--- config.mk ---
export PLATFORM = sky130hd
export DESIGN_NAME = aging_priority_task_picker
export DESIGN_NICKNAME = d
export VERILOG_FILES = /design/src/hw/rtl/aptp_pkg.sv /design/src/hw/rtl/aging_priority_task_picker.sv
export SDC_FILE = /design/constraint.sdc
export NUM_CORES = 1
export LEC_CHECK = 0
export ABC_AREA = 1
export ABC_CLOCK_PERIOD_IN_PS = 6500
export BUFFER_PORTS_ARGS = -buffer_cell sky130_fd_sc_hd__clkbuf_2
export CORE_ASPECT_RATIO = 2
export CORE_MARGIN = 2
export CORE_UTILIZATION = 30
export CTS_CLUSTER_DIAMETER = 200
export DETAILED_ROUTE_END_ITERATION = 10
export PLACE_DENSITY = 0.43
export SYNTH_ARGS = -nofsm -noshare
export SYNTH_HDL_FRONTEND = slang
export SYNTH_SLANG_ARGS = --single-unit
--- constraint.sdc ---
create_clock -name clk -period 6.5 [get_ports clk]
set_input_delay 1.3 -clock clk [delete_from_list [all_inputs] [get_ports clk]]
set_output_delay 1.3 -clock clk [all_outputs]
set_load 0.1 [all_outputs]
--- src/hw/rtl/aptp_pkg.sv ---
// Shared constants and types for the aging priority task picker.
package aptp_pkg;

	localparam int TASK_SLOTS = 16;
	localparam int SLOT_W     = $clog2(TASK_SLOTS);
	localparam int RANK_W     = SLOT_W;
	localparam int CNT_W      = $clog2(TASK_SLOTS + 1);

	localparam int OP_W    = 3;
	localparam int TSLOT_W = 4;
	localparam int PRIO_W  = 6;
	localparam int DYN_W   = 8;
	localparam int IDX_W   = (SLOT_W > TSLOT_W) ? SLOT_W : TSLOT_W;

	localparam int S_DATA_W = 16;
	localparam int M_DATA_W = 8;

	localparam logic signed [PRIO_W-1:0] PRIO_LO   = -6'sd20;
	localparam logic signed [PRIO_W-1:0] PRIO_HI   = 6'sd20;
	localparam logic signed [DYN_W-1:0]  DYN_FLOOR = -8'sd128;

	typedef enum logic [OP_W-1:0] {
		OP_CREATE   = 3'd0,
		OP_READY    = 3'd1,
		OP_REMOVE   = 3'd2,
		OP_SET_PRIO = 3'd3,
		OP_SCHEDULE = 3'd4
	} op_t;

	typedef enum logic [2:0] {
		ST_IDLE,
		ST_RUN,
		ST_SCAN,
		ST_APPLY,
		ST_OUT
	} state_t;

endpackage

--- src/hw/rtl/aging_priority_task_picker.sv ---
// Task table with a slot-serial scheduler that picks the most urgent ready task and ages the rest.
// Sequence: an accepted command is run, a schedule then scans every slot and applies the pick,
// and each command ends by loading its result beat, which waits while the previous beat is unread.
// A new command is accepted only once the last one has loaded its beat. The schedule scan uses the
// single comparator that walks the task slots one per cycle through one table read port.
// Reset: arst_n clears the whole task table, the ready count, the sequencer and the output beat.
module aging_priority_task_picker (
	input  logic                          clk,
	input  logic                          arst_n,
	input  logic                          s_tvalid,
	output logic                          s_tready,
	// operation[2:0], task_slot[6:3], priority_req[12:7], zeros[15:13]
	input  logic [aptp_pkg::S_DATA_W-1:0] s_tdata,
	output logic                          m_tvalid,
	input  logic                          m_tready,
	// found[0], chosen_slot[4:1], zeros[7:5]
	output logic [aptp_pkg::M_DATA_W-1:0] m_tdata
);
	import aptp_pkg::*;

	state_t state_q, state_d;

	logic                     ready_q   [TASK_SLOTS];
	logic signed [PRIO_W-1:0] static_q  [TASK_SLOTS];
	logic signed [DYN_W-1:0]  dynamic_q [TASK_SLOTS];
	logic [RANK_W-1:0]        rank_q    [TASK_SLOTS];
	logic [CNT_W-1:0]         count_q;

	logic [OP_W-1:0]          op_q;
	logic [SLOT_W-1:0]        tgt_q;
	logic                     tgt_ok_q;
	logic signed [PRIO_W-1:0] prio_q;

	logic [SLOT_W-1:0]        scan_idx_q;
	logic                     have_q;
	logic [SLOT_W-1:0]        win_q;
	logic signed [DYN_W-1:0]  best_dyn_q;
	logic [RANK_W-1:0]        best_rank_q;

	logic                     res_found_q;
	logic [TSLOT_W-1:0]       res_slot_q;
	logic                     m_tvalid_q;
	logic [M_DATA_W-1:0]      m_tdata_q;

	logic                     accept;
	logic                     run_en;
	logic                     scan_en;
	logic                     apply_en;
	logic                     out_load;
	logic                     scan_last;

	logic [IDX_W-1:0]         in_slot_ext;
	logic [SLOT_W-1:0]        rd_idx;
	logic                     rd_ready;
	logic signed [PRIO_W-1:0] rd_static;
	logic signed [DYN_W-1:0]  rd_dyn;
	logic [RANK_W-1:0]        rd_rank;
	logic                     scan_better;
	logic                     prio_ok;
	logic [IDX_W-1:0]         win_ext;

	assign in_slot_ext = IDX_W'(s_tdata[6:3]);
	assign scan_last   = (scan_idx_q == SLOT_W'(TASK_SLOTS - 1));
	assign prio_ok     = (prio_q >= PRIO_LO) && (prio_q <= PRIO_HI);
	assign win_ext     = IDX_W'(win_q);

	always_comb begin
		state_d = state_q;
		case (state_q)
			ST_IDLE: begin
				if (s_tvalid) begin
					state_d = ST_RUN;
				end
			end
			ST_RUN: begin
				if (op_q == OP_SCHEDULE) begin
					state_d = ST_SCAN;
				end else begin
					state_d = ST_OUT;
				end
			end
			ST_SCAN: begin
				if (scan_last) begin
					state_d = ST_APPLY;
				end
			end
			ST_APPLY: begin
				state_d = ST_OUT;
			end
			ST_OUT: begin
				if (!m_tvalid_q || m_tready) begin
					state_d = ST_IDLE;
				end
			end
			default: begin
				state_d = ST_IDLE;
			end
		endcase
	end

	always_comb begin
		s_tready = 1'b0;
		run_en   = 1'b0;
		scan_en  = 1'b0;
		apply_en = 1'b0;
		out_load = 1'b0;
		case (state_q)
			ST_IDLE:  s_tready = 1'b1;
			ST_RUN:   run_en   = 1'b1;
			ST_SCAN:  scan_en  = 1'b1;
			ST_APPLY: apply_en = 1'b1;
			ST_OUT:   out_load = !m_tvalid_q || m_tready;
			default: begin
				s_tready = 1'b0;
			end
		endcase
	end

	assign accept = s_tvalid && s_tready;

	always_comb begin
		if (scan_en) begin
			rd_idx = scan_idx_q;
		end else if (apply_en) begin
			rd_idx = win_q;
		end else begin
			rd_idx = tgt_q;
		end
	end

	assign rd_ready  = ready_q[rd_idx];
	assign rd_static = static_q[rd_idx];
	assign rd_dyn    = dynamic_q[rd_idx];
	assign rd_rank   = rank_q[rd_idx];

	assign scan_better = rd_ready && (!have_q || (rd_dyn < best_dyn_q) ||
		((rd_dyn == best_dyn_q) && (rd_rank < best_rank_q)));

	always_ff @(posedge clk or negedge arst_n) begin
		if (!arst_n) begin
			state_q <= ST_IDLE;
		end else begin
			state_q <= state_d;
		end
	end

	always_ff @(posedge clk) begin
		if (accept) begin
			op_q     <= s_tdata[2:0];
			tgt_q    <= in_slot_ext[SLOT_W-1:0];
			tgt_ok_q <= ({1'b0, in_slot_ext} < (IDX_W + 1)'(TASK_SLOTS));
			prio_q   <= $signed(s_tdata[12:7]);
		end
	end

	always_ff @(posedge clk or negedge arst_n) begin
		if (!arst_n) begin
			scan_idx_q  <= '0;
			have_q      <= 1'b0;
			win_q       <= '0;
			best_dyn_q  <= '0;
			best_rank_q <= '0;
		end else if (run_en) begin
			scan_idx_q  <= '0;
			have_q      <= 1'b0;
			win_q       <= '0;
			best_dyn_q  <= '0;
			best_rank_q <= '0;
		end else if (scan_en) begin
			scan_idx_q <= scan_idx_q + SLOT_W'(1);
			if (scan_better) begin
				have_q      <= 1'b1;
				win_q       <= scan_idx_q;
				best_dyn_q  <= rd_dyn;
				best_rank_q <= rd_rank;
			end
		end
	end

	always_ff @(posedge clk or negedge arst_n) begin
		if (!arst_n) begin
			for (int i = 0; i < TASK_SLOTS; i++) begin
				ready_q[i]   <= 1'b0;
				static_q[i]  <= '0;
				dynamic_q[i] <= '0;
				rank_q[i]    <= '0;
			end
			count_q <= '0;
		end else if (run_en && tgt_ok_q) begin
			case (op_q)
				OP_CREATE: begin
					static_q[tgt_q]  <= '0;
					dynamic_q[tgt_q] <= '0;
					if (!rd_ready) begin
						ready_q[tgt_q] <= 1'b1;
						rank_q[tgt_q]  <= count_q[RANK_W-1:0];
						count_q        <= count_q + CNT_W'(1);
					end
				end
				OP_READY: begin
					if (!rd_ready) begin
						ready_q[tgt_q] <= 1'b1;
						rank_q[tgt_q]  <= count_q[RANK_W-1:0];
						count_q        <= count_q + CNT_W'(1);
					end
				end
				OP_REMOVE: begin
					if (rd_ready) begin
						for (int i = 0; i < TASK_SLOTS; i++) begin
							if (ready_q[i] && (tgt_q != SLOT_W'(i)) && (rank_q[i] > rd_rank)) begin
								rank_q[i] <= rank_q[i] - RANK_W'(1);
							end
						end
						ready_q[tgt_q] <= 1'b0;
						rank_q[tgt_q]  <= '0;
						if (count_q != '0) begin
							count_q <= count_q - CNT_W'(1);
						end
					end
				end
				OP_SET_PRIO: begin
					if (prio_ok) begin
						static_q[tgt_q] <= prio_q;
					end
				end
				default: begin
					count_q <= count_q;
				end
			endcase
		end else if (apply_en && have_q) begin
			for (int i = 0; i < TASK_SLOTS; i++) begin
				if (ready_q[i] && (win_q != SLOT_W'(i))) begin
					if (dynamic_q[i] > DYN_FLOOR) begin
						dynamic_q[i] <= dynamic_q[i] - DYN_W'(1);
					end
					if (rank_q[i] > best_rank_q) begin
						rank_q[i] <= rank_q[i] - RANK_W'(1);
					end
				end
			end
			dynamic_q[win_q] <= DYN_W'(rd_static);
			ready_q[win_q]   <= 1'b0;
			rank_q[win_q]    <= '0;
			if (count_q != '0) begin
				count_q <= count_q - CNT_W'(1);
			end
		end
	end

	always_ff @(posedge clk) begin
		if (run_en) begin
			res_found_q <= 1'b0;
			res_slot_q  <= '0;
		end else if (apply_en) begin
			res_found_q <= have_q;
			res_slot_q  <= have_q ? win_ext[TSLOT_W-1:0] : '0;
		end
	end

	always_ff @(posedge clk or negedge arst_n) begin
		if (!arst_n) begin
			m_tvalid_q <= 1'b0;
		end else if (out_load) begin
			m_tvalid_q <= 1'b1;
		end else if (m_tready) begin
			m_tvalid_q <= 1'b0;
		end
	end

	always_ff @(posedge clk) begin
		if (out_load) begin
			m_tdata_q <= M_DATA_W'({res_slot_q, res_found_q});
		end
	end

	assign m_tvalid = m_tvalid_q;
	assign m_tdata  = m_tdata_q;

endmodule

==> flow_metrics.tcl <==
set metrics [dict create \
    worstPathCellList "nand3_2 -> nand2_1 -> nand2_1 -> a21oi_4 -> buf_12 -> o21ai_0 -> o221ai_1 -> nand3_1 -> nand2_1 -> buf_4 -> ha_1 -> nand2_1 -> nor2_1 -> a211oi_1 -> nand2_1 -> a21oi_1 -> o22ai_1 -> a22o_1 -> nand4_1 -> nand2_1" \
    overflow 0 \
    leakagePower_nw 13.40 \
    min_path_type "reg2reg" \
    end_kind "flop" \
    total_power_mw 13.88 \
    yosysUniqueCellTypes 56 \
    antenna_found_initial 0 \
    fin_tns_setup_ps 0 \
    cts-root-buf "clkbuf_16" \
    grt_pass1_wl_um 168400 \
    drv_slew 0 \
    synthMuxAreaShare_pct 0.07798 \
    cts_made_buffers 39 \
    start_util_pct 30.25 \
    instances_no_fill 4961 \
    cpPeakStageDelay_ps 780 \
    ys_async_sr_fraction_pct 93.56 \
    grtUsageTotal_pct 23.94 \
    final_common_cell "nand2_1" \
    grt_max_degree 133 \
    synth.avg_cell_area_um2 7.233 \
    row_count 156 \
    core_region_area_mm2 0.09018 \
    postCtsSetupRepairBufs 0 \
    numPlacedInstances 4893 \
    io_pins 30 \
    flow.area_growth_from_synthesis_pct 10.16 \
    drtIter0Drc 1674 \
    clk_pin_slew_ps 70 \
    h-tree-depth 2 \
    fin_skew_ps 33.14 \
    routed_wl_um 112500 \
    synth_compound_gate_area_share_pct 22.27 \
    synthSimpleGateAreaFrac_pct 22.57 \
    gp_congestion 0.9004 \
    r2r_slack_ps 1080 \
    dpl.hpwl_um 82970 \
    hold_violations 0 \
    syn_inst 3771 \
    final_nets 3959 \
    grt_pass1_vias 26940 \
    status "complete, no violations" \
    ys.flop_type "dfrtp_1" \
    clockBufferDepth 3 \
    cp_common_cell "nand2_1" \
    drive_gt1_share_pct 5.191 \
    diodes 0 \
    clock_sinks 357 \
    final_util_pct 33.32 \
    viasPerCell 5.339 \
    p_per_area_mw_per_mm2 462.0 \
    clock_latency_ps 610 \
    period_minus_slack_ps 5419 \
    crit_end "rank_q[2]" \
    period_share_pct 83.37 \
    reg2reg_from "state_q[1]" \
    setup_viol 0 \
    synth_edf_count 18 \
    critPathLaunchType "flop" \
    vias 26490 \
    fp.dieW_um 217.2 \
    ctsResizeCount 0 \
    rsz0062_at_grt "false" \
    first_pass_iters 5 \
    netlist_area_mm2 0.02728 \
    die_h_um 430.4 \
    required_ps 6990 \
    ys_ff_latch 357 \
    cp_data_arrival_time_ps 5910 \
    synth_top_family_by_area "simple AND/OR/NAND/NOR gates" \
    die_area_mm2 0.09350 \
    path_class "reg2reg" \
    postCtsHoldBufs 0 \
    yosysWarnings 0 \
    synth_xor_area_share_pct 4.367 \
    layout_common_cells "736 x nand2_1, 435 x nor2_1, 430 x inv_1" \
    r2r-end "rank_q[2]" \
    worst_pin_slew_ps 1083 \
    critPathSlowestCell "a21oi_4" \
    port_buffers 23 \
    cts_tree "built" \
    critPathLaunch "state_q[1]" \
    maxClockFrequency_ghz 0.1845 \
    holdPathStages 0 \
    reg2regPathDepth 20 \
    antenna_left 0 \
    crit_path_max_fanout 35 \
    ir_worst_vdd_mv 0.2862 \
    whs_ps 427.6 \
    max_slew_margin_pct 27.51 \
    drc_errors 0 \
    wl_per_cell_um 22.67 \
    maxCapViolCount 0 \
    yosysSeqAreaShare_pct 32.99 \
    synthAdderAreaFrac_pct 8.715 \
]
[cell usage after synthesis (6+ instances only)]
master	count	area, µm²
or2_2	6	37.54
a22oi_1	49	367.9
nand2_1	738	2770
o21ai_0	383	1917
dfrtp_1	334	8358
buf_2	37	185.2
a31oi_1	8	50.05
a21oi_1	203	1016
xnor2_1	20	175.2
a22o_1	36	315.3
o31ai_1	12	90.09
nand2_2	9	56.30
edfxtp_1	18	540.5
o32ai_1	9	78.83
buf_4	17	127.6
nor3_1	29	145.1
inv_2	6	22.52
o211ai_1	32	240.2
buf_6	17	191.4
a22oi_2	8	100.1
a211oi_1	22	165.2
o221ai_1	26	227.7
o21ai_1	12	60.06
nor2_1	437	1640
buf_1	7	26.28
o22ai_1	167	1045
clkbuf_1	73	274.0
nand3_1	145	725.7
o311ai_1	12	105.1
o311ai_0	12	105.1
ha_1	190	2377
xor2_1	116	1016
inv_1	432	1622
nand4_1	105	656.9
[critical path, delay by kind of cell, from the launching register on]
| family | cells | cell delay [ps] |
|---|---|---|
| adders and majority gates | 1 | 270 |
| AOI/OAI and AO/OA | 7 | 2030 |
| buffers and inverters | 2 | 640 |
| DFF | 1 | 550 |
| and+or+nand+nor | 10 | 1750 |
[area by class of cell]
type	instances	area, µm²
fillers	9918	60130
multi-input cells	2825	15890
flip-flops and latches	357	8999
inverters	440	1654
well taps	1185	1483
clock buffers	51	1082
repair buffers	86	673.1
clock inverters	17	269.0
[power breakdown]
group	switching, mW	internal [mW]	total, mW
logic	5.75	2.48	8.23
registers	0.518	2.61	3.13
clock network	1.07	1.45	2.52
[state kept, by name, summed over array words and instances, names as in the netlist, named ones only]
signal,count
state_q,3
static_q,96
res_found_q,1
best_dyn_q,8
count_q,5
rank_q,64
m_tvalid,1
scan_idx_q,4
tgt_q,4
best_rank_q,4
prio_q,6
have_q,1
win_ext,4
res_slot_q,4
m_tdata,5
dynamic_q,128
op_q,3
[worst min-delay path by stage]
stage,start,endpoint,slack (ps)
finish,res_found_q,m_tdata[0],430
CTS,res_found_q,m_tdata[0],430
global route,res_found_q,m_tdata[0],430
global placement,res_slot_q[2],m_tdata[3],410
floorplan,res_found_q,m_tdata[0],400
detailed placement,res_slot_q[2],m_tdata[3],410
[kinds of logic after synthesis]
| family | count (synthesis) |
|---|---|
| and+or+nand+nor | 1483 |
| AOI/OAI and AO/OA | 1011 |
| buffers and inverters | 591 |
| DFF | 357 |
| adders and majority gates | 190 |
| xor gates and xnor gates | 136 |
| muxes | 2 |
| other | 1 |
[metrics by stage]
| step | area (µm²) | setup WS [ps] |
|---|---|---|
| 2_1_floorplan | 27280 | 2548 |
| 3_3_place_gp | 28700 | 1102 |
| 3_5_place_dp | 28700 | 1079 |
| 4_1_cts | 30050 | 1042 |
| 5_1_grt | 30050 | 593.3 |
| 6_report | 30050 | 1081 |
[metal layers]
metal | global-route usage [%] | up-vias | wire length, µm
met3 | 2.173 | 269 | 3201
li1 | - | 12890 | -
met1 | 24.55 | 12720 | 40940
met4 | 15.16 | 0 | 8058
met5 | 0 | - | 0
met2 | 45.85 | 613 | 60270
(Power assumes the default switching activity.)
